--- src/design/rce_pkg.sv ---
// ----------------------------------------------------------------------------
// Execute unit package
// Shared sizes, command codes, status codes and control structures.
// ----------------------------------------------------------------------------
package rce_pkg;

   localparam int unsigned CMD_W    = 5;
   localparam int unsigned RIDX_W   = 5;
   localparam int unsigned DATA_W   = 32;
   localparam int unsigned LINE_W   = 10;
   localparam int unsigned WIDX_W   = 8;
   localparam int unsigned STATUS_W = 2;
   localparam int unsigned CORE_W   = 2;

   localparam int unsigned MEM_WORDS    = 1024;
   localparam int unsigned REGION_WORDS = 256;
   localparam int unsigned NUM_REGS     = 32;
   localparam int unsigned PROG_LINES   = 1024;

   localparam logic [CMD_W-1:0] CMD_ADD  = 5'd0;
   localparam logic [CMD_W-1:0] CMD_SUB  = 5'd1;
   localparam logic [CMD_W-1:0] CMD_MUL  = 5'd2;
   localparam logic [CMD_W-1:0] CMD_DIV  = 5'd3;
   localparam logic [CMD_W-1:0] CMD_ADDI = 5'd4;
   localparam logic [CMD_W-1:0] CMD_MULI = 5'd5;
   localparam logic [CMD_W-1:0] CMD_LA   = 5'd6;
   localparam logic [CMD_W-1:0] CMD_LW   = 5'd7;
   localparam logic [CMD_W-1:0] CMD_SW   = 5'd8;
   localparam logic [CMD_W-1:0] CMD_BNE  = 5'd9;
   localparam logic [CMD_W-1:0] CMD_BEQ  = 5'd10;
   localparam logic [CMD_W-1:0] CMD_BGE  = 5'd11;
   localparam logic [CMD_W-1:0] CMD_BLE  = 5'd12;
   localparam logic [CMD_W-1:0] CMD_JAL  = 5'd13;
   localparam logic [CMD_W-1:0] CMD_JALR = 5'd14;
   localparam logic [CMD_W-1:0] CMD_J    = 5'd15;
   localparam logic [CMD_W-1:0] CMD_JR   = 5'd16;
   localparam logic [CMD_W-1:0] CMD_LI   = 5'd17;
   localparam logic [CMD_W-1:0] CMD_DATA = 5'd18;

   localparam logic [STATUS_W-1:0] ST_OK     = 2'd0;
   localparam logic [STATUS_W-1:0] ST_X0     = 2'd1;
   localparam logic [STATUS_W-1:0] ST_DIV0   = 2'd2;
   localparam logic [STATUS_W-1:0] ST_HALTED = 2'd3;

   typedef struct packed {
      logic [CMD_W-1:0]  cmd;
      logic [RIDX_W-1:0] dest_reg;
      logic [RIDX_W-1:0] src_a;
      logic [RIDX_W-1:0] src_b;
      logic [DATA_W-1:0] immediate;
      logic [LINE_W-1:0] target_line;
      logic [LINE_W-1:0] line_index;
      logic [WIDX_W-1:0] word_index;
   } req_type;

   typedef struct packed {
      logic [LINE_W-1:0]   next_line;
      logic                branch_taken;
      logic                reg_written;
      logic [RIDX_W-1:0]   write_reg;
      logic [DATA_W-1:0]   write_value;
      logic [STATUS_W-1:0] status;
      logic [DATA_W-1:0]   cycles_done;
   } rsp_type;

   // Controller to datapath.
   typedef struct packed {
      logic capture;
      logic read_ops;
      logic mem_access;
      logic div_start;
      logic commit;
      logic rsp_load;
   } cmd_type;

   // Datapath to controller.
   typedef struct packed {
      logic clearing;
      logic is_div;
      logic div_done;
   } stat_type;

endpackage

--- src/design/rce_control.sv ---
// ----------------------------------------------------------------------------
// Execute unit controller
// Sequences operand read, memory access, divide and result hand-off.
// ----------------------------------------------------------------------------
module rce_control
   import rce_pkg::*;
(
   input  logic     clock,
   input  logic     reset,
   input  logic     req_valid,
   output logic     req_ready,
   output logic     rsp_valid,
   input  logic     rsp_ready,
   input  logic     busy_clear,
   input  stat_type stat,
   output cmd_type  ctl
);
   typedef enum logic [5:0] {
      S_IDLE = 6'b000001,
      S_MEM  = 6'b000010,
      S_EXEC = 6'b000100,
      S_DIV  = 6'b001000,
      S_WAIT = 6'b010000,
      S_RSP  = 6'b100000
   } state_type;

   state_type state_ff, state_in;
   logic      accept;

   assign req_ready = (state_ff == S_IDLE) && !busy_clear;
   assign accept    = req_valid && req_ready;
   assign rsp_valid = (state_ff == S_RSP);

   always_comb begin
      state_in = state_ff;
      ctl      = '0;
      case (state_ff)
         S_IDLE: begin
            ctl.capture  = accept;
            ctl.read_ops = accept;
            if (accept) state_in = S_MEM;
         end
         S_MEM: begin
            ctl.mem_access = 1'b1;
            state_in       = S_EXEC;
         end
         S_EXEC: begin
            if (stat.is_div) begin
               ctl.div_start = 1'b1;
               state_in      = S_WAIT;
            end else begin
               ctl.commit   = 1'b1;
               ctl.rsp_load = 1'b1;
               state_in     = S_RSP;
            end
         end
         S_WAIT: state_in = S_DIV;
         S_DIV: begin
            if (stat.div_done) begin
               ctl.commit   = 1'b1;
               ctl.rsp_load = 1'b1;
               state_in     = S_RSP;
            end
         end
         S_RSP: if (rsp_ready) state_in = S_IDLE;
         default: state_in = S_IDLE;
      endcase
   end

   always_ff @(posedge clock) begin
      if (reset) state_ff <= S_IDLE;
      else       state_ff <= state_in;
   end
endmodule

--- config.mk ---
export PLATFORM = sky130hd
export DESIGN_NAME = rce_control
export DESIGN_NICKNAME = d
export VERILOG_FILES = /design/src/design/rce_pkg.sv /design/src/design/rce_control.sv
export SDC_FILE = /design/constraint.sdc
export NUM_CORES = 1
export LEC_CHECK = 0
export ABC_CLOCK_PERIOD_IN_PS = 2800
export BUFFER_PORTS_ARGS = -buffer_cell sky130_fd_sc_hd__buf_4
export CORE_AREA = 3 3 40 42
export CTS_BUF_LIST = sky130_fd_sc_hd__clkbuf_16
export DETAILED_ROUTE_END_ITERATION = 10
export DIE_AREA = 0 0 43 45
export GPL_TIMING_DRIVEN = 0
export PLACE_DENSITY = 0.65
export SETUP_SLACK_MARGIN = 0.1
export SLEW_MARGIN = 20
export SYNTH_ARGS = -nofsm -noshare
export SYNTH_HDL_FRONTEND = slang
export SYNTH_SLANG_ARGS = --single-unit
export TNS_END_PERCENT = 1
--- constraint.sdc ---
create_clock -name clock -period 2.8 [get_ports clock]
set_input_delay 0.56 -clock clock [delete_from_list [all_inputs] [get_ports clock]]
set_output_delay 0.56 -clock clock [all_outputs]
set_load 0.05 [all_outputs]
==> results of run 1 <==
[through the flow]
stage | worst slack (ps) | hold slack [ps]
global route | 485 | 544
detailed placement | 780 | 543
CTS | 563 | 532
floorplan | -5.74 | 500
global placement | 784 | 543
finish | 590 | 528
[logic make-up after synthesis]
family | after synthesis | synth area share, %
buf+inv | 9 | 12.7
xor+xnor | 1 | 2.07
simple gates | 27 | 39.1
compound gates | 8 | 15.4
flops | 6 | 28.4
mux | 1 | 2.37
[cell usage in the layout, fill, tap and decap left out, drive strengths merged]
| cell | count |
|---|---|
| buf | 19 |
| nor2 | 7 |
| dfxtp | 6 |
| nor3 | 5 |
| inv | 4 |
| nand2 | 3 |
| nor4 | 3 |
| clkbuf | 3 |
| a21oi | 2 |
| and3 | 2 |
| nor3b | 2 |
| or3 | 1 |
| nor4b | 1 |
| and2 | 1 |
| or2b | 1 |
| mux2i | 1 |
| a2bb2oi | 1 |
| o211a | 1 |
| nand3b | 1 |
| xor2 | 1 |
| o21ai | 1 |
| o211ai | 1 |
| a2111oi | 1 |
| a311oi | 1 |
[power by group]
part	internal, mW	switching, mW
clock network	0.183	0.0490
logic	0.0156	0.0213
registers	0.0875	0.00225
total	0.286	0.0725
[worst max-delay path by stage]
stage | from | end | slack [ps] | cells after the start
floorplan | state_ff[0]$_SDFFE_PP1P_ | rsp_valid | -6 | 2
global placement | busy_clear | ctl[5] | 780 | 5
detailed placement | busy_clear | ctl[5] | 780 | 5
CTS | state_ff[5]$_SDFFE_PP0P_ | ctl[5] | 560 | 6
global route | state_ff[5]$_SDFFE_PP0P_ | ctl[5] | 490 | 6
finish | state_ff[5]$_SDFFE_PP0P_ | ctl[5] | 590 | 6
[critical path, stage by stage, from the launching register on]
cell     delay, ps
dfxtp_1        380
nor2_1         160
nand2_1        130
nor4b_4        280
and2_1         190
buf_4          100
buf_4          180
[per-layer routing]
layer | global-route usage [%] | part of all wire [%] | vias to the layer above
met5 | 0 | 0 | -
met4 | 9.04 | 1.7 | 0
met3 | 7.17 | 5.7 | 4
met2 | 17.4 | 47 | 7
met1 | 13.8 | 45 | 186
li1 | - | - | 221
[layout make-up]
class                      count  area, µm²
multi-input combinational     37        254
inverter                       4       15.0
timing repair buffer          14        105
buffer                         5       38.8
clock buffer                   3       75.1
tap                           15       18.8
fill                         117        658
sequential                     6        120
==> results list, run 1 <==
* Result of the run: finished clean
- In this run, CTS created clock tree buffers numbering 3.
- Flip-flop cell with the highest count after synthesis: dfxtp_1
* Synth top cells by count: 7 x nor2_1, 6 x dfxtp_1, 5 x nor3_1
- The count of nets left with antenna violations once routing finished came out at 0.
* Fin nets: 79
- The biggest area contributor in the post-synthesis netlist is dfxtp_1.
* Worst hold endpoint: state_ff[0]$_SDFFE_PP1P_
- The most common cell in the synthesized netlist is nor2_1.
- Data arrival time of the worst path: 1650 ps
- Starting Density: 32.9%
- The routed layout has 418 vias.
- Core outline area: 1280 µm²
- Overflow left after global routing: 0
- Number of vias per cell after detailed routing: 4.98
* Total design power: 359 µW
- At the pin with the least slew margin, the transition time is 294 ps.
- Relative to the synthesized area, the layout overhead comes to 48.2%.
- The worst hold path begins at req_valid.
- After the first detailed-routing iteration, the DRC count stood at 3.
- In this run the core area contains 13 standard-cell rows.
* Leakage power: 0.303 nW
- Launch instance of the worst register-to-register path: state_ff[3]$_SDFFE_PP0P_
- Before antenna repair, the detailed router went through 4 iterations.
- TritonCTS built the clock tree.
* Unique cell type count in the Yosys netlist: 26
* Count of input and output buffers: 14
* Register containing the most flip-flops in the final layout: state_ff
- Summed over all failing endpoints, the final setup total negative slack is 0 ps.
* Maximum buffer depth of the clock tree: 2
* Power Density: 573 nW/µm²
* Number of inserted diodes: 0
* Post-Route Utilization: 48.8%
* Sequential share of the synthesized area: 28.4%
- RSZ-0062 raised after global routing: no
- The number of global-route vias before repair is 417.
- Entering global routing, the biggest net connects 11 pins.
- Warnings from Yosys: 0
- Once the clock tree was built, the resizer swapped 0 gates to a different size.
* Clock root buffer master: clkbuf_16
- Once placement completed, the tool counted placed cells totaling 81.
- Count of flip-flops with a built-in enable after synthesis: 0
* Portion of synthesized cell area occupied by the leading cell type: 28.4%
* Max-Slew Margin vs Limit: 80.4%
- Count of final max-slew check failures: 0
- Critical path peak fanout: 8
- Number of instances in the synthesized netlist: 52
- Initial antenna violation count: 0
- The wire-length estimate of the detail-placed layout is 728 µm.
- Floorplan die area: 1940 µm²
- The tightest min-delay check is of the in2reg type.
- Of the available clock period, the critical path in the final layout requires 78.9%.
- Post-placement cell area: 552 µm²
* Share of flip-flops with an asynchronous set or reset after synthesis: 0%
- A synthesized cell averages 8.13 µm².
- Worst hold path cell count: 2
- The later pin in the worst-skew pair is clocked with a latency of 230 ps.
* Number of setup buffers added after CTS: 0
* Number of H-tree levels: 1
- Total Routed Length: 947 µm
- CP startpoint kind: register
* First-pass GRT wire length: 1.75 mm
- Count of max-cap constraint violations: 0
- Clock Skew: 2.89 ps
* Number of register bits inferred by synthesis: 6
- After detailed routing, the average wire length per cell comes to 11.3 µm.
- Across all register-to-register paths, the minimum setup slack is 1490 ps.
* GP Congestion: 0.760
- Worst reg-to-reg path cell count: 5
- Setup violations remaining at the end of the flow were counted as 0.
* WS Path Type: reg2out
* Registers with the most flip-flops: state_ff: 6 flops
* Die height: 45 µm
- Endpoint class of the critical path: primary output
- GRT Overall Usage: 12.4%
* Net count after synthesis: 60
* Post-route standard cell area excluding fillers: 627 µm²
* CTS Hold Bufs: 0
* Max FFs per register: 6
- Remaining routing DRC violations: 0
- Clock-pin slew was measured on the worst setup and hold paths at 30 ps.
* DIE WIDTH: 43 µm
- Cells with a size suffix above 1 make up 37.7% of the layout.
* Min Clock Period, post-route: 2210 ps
* FF-to-FF End: state_ff[0]$_SDFFE_PP1P_
- Crit path required time: 2240 ps
- Peak VDD IR: 248 µV
* Count of endpoints failing hold in the final timing report: 0
- Highest Clock Rate: 453 MHz
- Synthesized cell area: 423 µm²
- CTS Sinks: 6
- 16 I/O pins were placed.
- Ranking of synthesized cells by area: dfxtp_1 28%, nor2_1 6.2%, nor3_1 5.9%
- Finished Layout Cells: 84
No activity file was read; power rests on OpenSTA's default activity.
==> run 2, diff against run 1 <==
ABC_CLOCK_PERIOD_IN_PS = 2000   (was 2800)
PLACE_DENSITY = 0.67   (was 0.65)
clock period = 2 ns   (was 2.8 ns; I/O delays follow)
==> results list, run 2 (synthesis gave the netlist of run 1 again) <==
- The run finished with clean final reports.
- Setup violations remaining at the end of the flow were counted as 0.
* DIE WIDTH: 43 µm
* Setup WS pre-CTS: 202 ps
- For this run the aggregate overflow at the end of global routing stands at 0.
* Hold slack final: 377 ps
- Post-DP HPWL: 801 µm
* Clock root buffer master: clkbuf_16
- Maximum number of pins on one net before global-route repair: 11
- Floorplan die area: 1940 µm²
- GP Congestion: 0.707
* Post-Route Utilization: 58.4%
* Clock buffer count from CTS: 3
- In this run the remaining antenna-violating nets after routing total 0.
- Number of vias per cell after detailed routing: 5.11
- Summing internal, switching and leakage power gives 520 µW.
* First-pass GRT wire length: 1.83 mm
- Setup tns final: 0 ps
- Most common library cell in the layout ignoring fill and taps: buf_4
- The core region is 1280 µm².
* Count of input and output buffers: 14
- Registers with the most flip-flops: state_ff: 6 flops
- IR analysis of the VDD net gives a maximum drop of 465 µV.
- Across all setup checks in the final design, the least slack found is 126 ps.
* Count of final max-slew check failures: 0
- For this design the static power due to leakage is 0.350 nW.
- Met2 usage in global routing: 21.3%
- Min Clock Period, post-route: 1870 ps
* First-pass detailed-route iteration total: 4
* Share of post-route cells with drive strength above 1: 56.8%
* Worst-Skew Late Latency: 230 ps
* Max FFs per register: 6
* Data arrival time of the worst path: 1470 ps
- Number of H-tree levels: 1
- Starting Density: 32.9%
- The final critical path takes up 93.7% of the cycle.
* Die height: 45 µm
- 0 antenna diodes ended up in the layout.
* Most frequent cells in the layout: 18 x buf_4, 5 x nor2_1, 5 x inv_1
* CP startpoint kind: register
* Synth-to-Final Area Change: 77.5%
- After floorplanning, the core was divided into 13 placement rows.
- Critical path peak fanout: 5
* Max-Slew Margin vs Limit: 81.7%
- I/O pins: 16
- Register containing the most flip-flops in the final layout: state_ff
- Number of vias in the routed layout: 455
- GR met1 Demand/Resource: 14.8%
* Power Density: 693 nW/µm²
- Clock-pin slew was measured on the worst setup and hold paths at 40 ps.
- CTS Sinks: 6
- The critical path is of the reg2out type.
- After global routing, the most crowded layer is met2.
- No sink is reached through more buffers than the 2 on the longest clock path.
- Number of design-rule violations left by the first detailed-router iteration: 11
- TritonCTS built the clock tree.
* GRT Overall Usage: 13.0%
- Count of endpoints failing hold in the final timing report: 0
- Total Routed Length: 1.16 mm
- Clock Skew: 2.35 ps
- After the last flow step, the layout net total stands at 83.
- Crit path required time: 1600 ps
- Global routing consumed, on the met3 layer, 4.78% of the routing resources.
- The number of global-route vias before repair was 435.
* Class of the tightest hold or removal check: in2reg
- Endpoint class of the critical path: primary output
- After detailed routing, the average wire length per cell comes to 13.0 µm.
- The initial antenna violation count came to 0.
* Highest Clock Rate: 533 MHz
* RSZ-0062 raised after global routing: yes
- Slew at the pin closest to its max-slew limit: 273 ps
- In the routed design, unresolved DRC markers number 0.
- Count of max-cap constraint violations: 0
==> run 2: cell types whose count changed in the layout (fill, tap and decap cells not counted), sizes merged <==
cell,delta
buf,+4
inv,+1
==> run 2: path summary, 6_finish.rpt <==
kind | end | from | depth (start not counted) | slack [ps]
worst max-delay path | ctl[1] | state_ff[4]$_SDFFE_PP0P_ | 4 | 130
worst min-delay path | state_ff[5]$_SDFFE_PP0P_ | reset | 2 | 380
worst max register to register | state_ff[0]$_SDFFE_PP1P_ | state_ff[3]$_SDFFE_PP0P_ | 5 | 620
worst min register to register | state_ff[2]$_SDFFE_PP0P_ | state_ff[1]$_SDFFE_PP0P_ | 2 | 530
==> run 2: worst max-delay path: stages, from the launching register on <==
cell and delay [ps]:
dfxtp_4 360, or3_4 430, nor3_4 180, buf_4 130
buf_6 140
==> run 2: repair_timing <==
action,4_1_cts,5_1_grt
setup buffers,1,3
resized for setup,5,10
hold buffers,0,0
pin swaps,1,5
setup endpoints to repair,5,6
endpoints found under the hold margin,0,0
==> run 2: area by class of cell <==
class                      count  area [µm²]
tap                           15        18.8
clock buffer                   3        75.1
multi-input combinational     37         308
timing repair buffer          18         146
buffer                         5        52.6
sequential                     6         131
inverter                       4        15.0
clock inverter                 1        3.75
fill                         114         534
==> run 2: layer usage <==
metal / wire [µm] / share of wire (%)
met1: 461 / 40
met2: 630 / 54
met3: 46 / 4.0
met4: 17 / 1.5
met5: 0 / 0
==> run 2: report_power, final <==
part / internal, mW / switching [mW] / total, mW
Sequential: 0.120 / 0.00332 / 0.123
Combinational: 0.0303 / 0.0332 / 0.0635
Clock: 0.260 / 0.0740 / 0.334
Total: 0.410 / 0.110 / 0.520
==> run 2: per-stage QoR <==
stage                     instances  instance area [µm²]
after global routing             89                  751
after detailed placement         81                  586
final                            89                  751
after CTS                        86                  692
after floorplan                  52                  462
after global placement           81                  586
==> run 3, diff against run 2 <==
SETUP_SLACK_MARGIN = 0.4   (was 0.1)
==> results list, run 3 (synthesis gave the netlist of run 1 again) <==
- Max-cap violations in this run came to 0.
* CTS tree: yes
- In this run the worst hold path is classified as in2reg.
* Critical Path Start: state_ff[4]$_SDFFE_PP0P_
* Share of post-route cells with drive strength above 1: 55.4%
- Post-Route Utilization: 57.5%
- The number of global-route vias before repair came to 449.
* Clock buffer count from CTS: 3
- After the first detailed-routing iteration, the DRC count stood at 4.
- In the routed layout, each cell is associated on average with a via count of 5.09.
* Power spent charging and discharging nets: 105 µW
- Power Density: 698 nW/µm²
- Along the worst path, the maximum fanout reaches 6.
- Initial antenna violation count: 0
- The most critical setup path has its endpoint at ctl[1].
* P_int: 411 µW
- Walking the worst path, the cells encountered are or3_4 -> nor3_4 -> buf_4 -> buf_8.
- Across all layers, the routed design uses 453 vias.
- Worst-Skew Late Latency: 230 ps
- Among all stages on the critical path, the largest delay is contributed by or3_4.
- Across all register-to-register paths, the minimum setup slack is 610 ps.
- In this run the number of cells on the critical path is 4.
- Die height: 45 µm
- The die is 43 µm wide.
- In this run the critical register-to-register path is launched from state_ff[3]$_SDFFE_PP0P_.
* Worst path buffer plus inverter count: 2
* Clock transition at the registers of the reported paths: 40 ps
* Worst reg-to-reg path cell count: 5
- Slew at the pin closest to its max-slew limit: 277 ps
* First-pass detailed-route iteration total: 4
- CP peak stage delay: 440 ps
- The detail route stage leaves a number of antenna-violating nets equal to 0.
- WS Path Type: reg2out
- Register containing the most flip-flops in the final layout: state_ff
- Most frequent cells in the layout: 18 x buf_4, 5 x nor2_1, 5 x inv_1
* Worst path top cell family by delay: simple AND/OR/NAND/NOR gates
- STA puts the critical path data required time at 1600 ps.
* Result of the run: finished clean
* Count of endpoints failing hold in the final timing report: 0
- Highest Clock Rate: 535 MHz
- CTS Sinks: 6
- The number of antenna diodes in the final layout is 0.
* Maximum number of pins on one net before global-route repair: 11
- The worst setup path is captured at a primary output.
- The worst path in the final design needs a cycle of 1870 ps, including I/O delays and setup.
- Synth-to-Final Area Change: 74.9%
* Routed length per placed instance: 11.9 µm
- Clock root buffer master: clkbuf_16
- Max FFs per register: 6
- Hold repair after CTS inserted 0 buffers.
- Clock Skew: 2.33 ps
* Hold slack final: 382 ps
* Count of input and output buffers: 14
* First-pass GRT wire length: 1.88 mm
- Maximum buffer depth of the clock tree: 2
* Registers with the most flip-flops: state_ff: 6 flops
* Filler cell count: 117
- RSZ-0062 raised after global routing: yes
* Remaining routing DRC violations: 0
- Net switching is 20.4% of the power.
- Most common library cell in the layout ignoring fill and taps: buf_4
- Count of final max-slew check failures: 0
- Flop pwr share: 24.1%
* Number of H-tree levels: 1
- Setup violations remaining at the end of the flow were counted as 0.
- Data arrival time of the worst path: 1470 ps
- Core outline area: 1280 µm²
* Leakage power: 0.352 nW
- Starting Density: 32.9%
- Global routing consumed, over all layers together, 13.4% of the routing resources.
- Final cycle utilization of the critical path: 93.5%
- FF-to-FF End: state_ff[0]$_SDFFE_PP1P_
- The total overflow left after global routing is 0.
* GP Congestion: 0.707
- Combinational logic is responsible for 12.2% of the overall power.
* Post-DP HPWL: 801 µm
- Std-Cell Rows: 13
- After the last flow step, the layout net total stands at 83.
- I/O pins: 16
- Floorplan die area: 1940 µm²
- Headroom to the max-slew limit came out at 81.5%.
- STA classifies the critical path startpoint as a register.
* Peak VDD IR: 464 µV
- In this run, the clock network consumes 63.6% of the power.
- Total Routed Length: 1.06 mm
run 3: cell counts in the layout (fill, tap and decap cells not counted):
Identical to the previous run, type by type.
run 3: power by group through the flow:
| stage | Clock [mW] | Combinational [mW] | Sequential [mW] |
|---|---|---|---|
| 2_1_floorplan | 0 | 0.0342 | 0.125 |
| 3_3_place_gp | 0 | 0.0550 | 0.126 |
| 3_5_place_dp | 0 | 0.0558 | 0.126 |
| 4_1_cts | 0.336 | 0.0638 | 0.124 |
| 5_1_grt | 0.349 | 0.0667 | 0.125 |
| 6_report | 0.329 | 0.0632 | 0.125 |
run 3: metrics by stage:
| step | cell area [µm²] | instances | setup TNS (ps) | setup WS [ps] | total power [mW] |
|---|---|---|---|---|---|
| floorplan | 462 | 52 | -555 | -223 | 0.160 |
| global route | 739 | 89 | 0 | 64.7 | 0.540 |
| finish | 739 | 89 | 0 | 130 | 0.516 |
| detailed placement | 586 | 81 | 0 | 202 | 0.182 |
| global placement | 586 | 81 | 0 | 212 | 0.181 |
| CTS | 737 | 89 | 0 | 125 | 0.524 |
run 3: timing repair:
item,4_1_cts,5_1_grt
resized for setup,10,2
pin swaps,3,0
buffers inserted,4,0
endpoints found under the setup margin,7,8
run 3: worst min-delay path by stage:
stage | start | to | cells after the start
after CTS | reset | state_ff[4]$_SDFFE_PP0P_ | 2
after floorplan | reset | state_ff[5]$_SDFFE_PP0P_ | 1
final | reset | state_ff[5]$_SDFFE_PP0P_ | 2
after global placement | state_ff[0]$_SDFFE_PP1P_ | state_ff[2]$_SDFFE_PP0P_ | 1
after detailed placement | state_ff[0]$_SDFFE_PP1P_ | state_ff[2]$_SDFFE_PP0P_ | 1
after global routing | reset | state_ff[2]$_SDFFE_PP0P_ | 2
run 3: worst reg2reg max path, stage by stage (launching register included):
cell       delay, ps
dfxtp_1          380
buf_6            170
xor2_1           150
o211ai_1         110
a2111oi_2        370
a311oi_1          90
run 3: per-layer routing:
metal / up-vias / global-route usage (%) / wire (µm) / part of all wire [%]
li1: 229 / - / - / -
met1: 216 / 14.6 / 429 / 40
met2: 6 / 22.8 / 582 / 55
met3: 2 / 4.78 / 40 / 3.8
met4: 0 / 7.23 / 10 / 0.94
met5: - / 0 / 0 / 0
run 3: final cells by class:
type                       count  area, µm²  area share (%)
clock buffer                   3       75.1            10.2
tap                           15       18.8            2.54
inverter                       4       15.0            2.03
buffer                         5       52.6            7.11
clock inverter                 1       3.75           0.508
multi-input combinational     37        297            40.1
timing repair buffer          18        150            20.3
sequential                     6        128            17.3
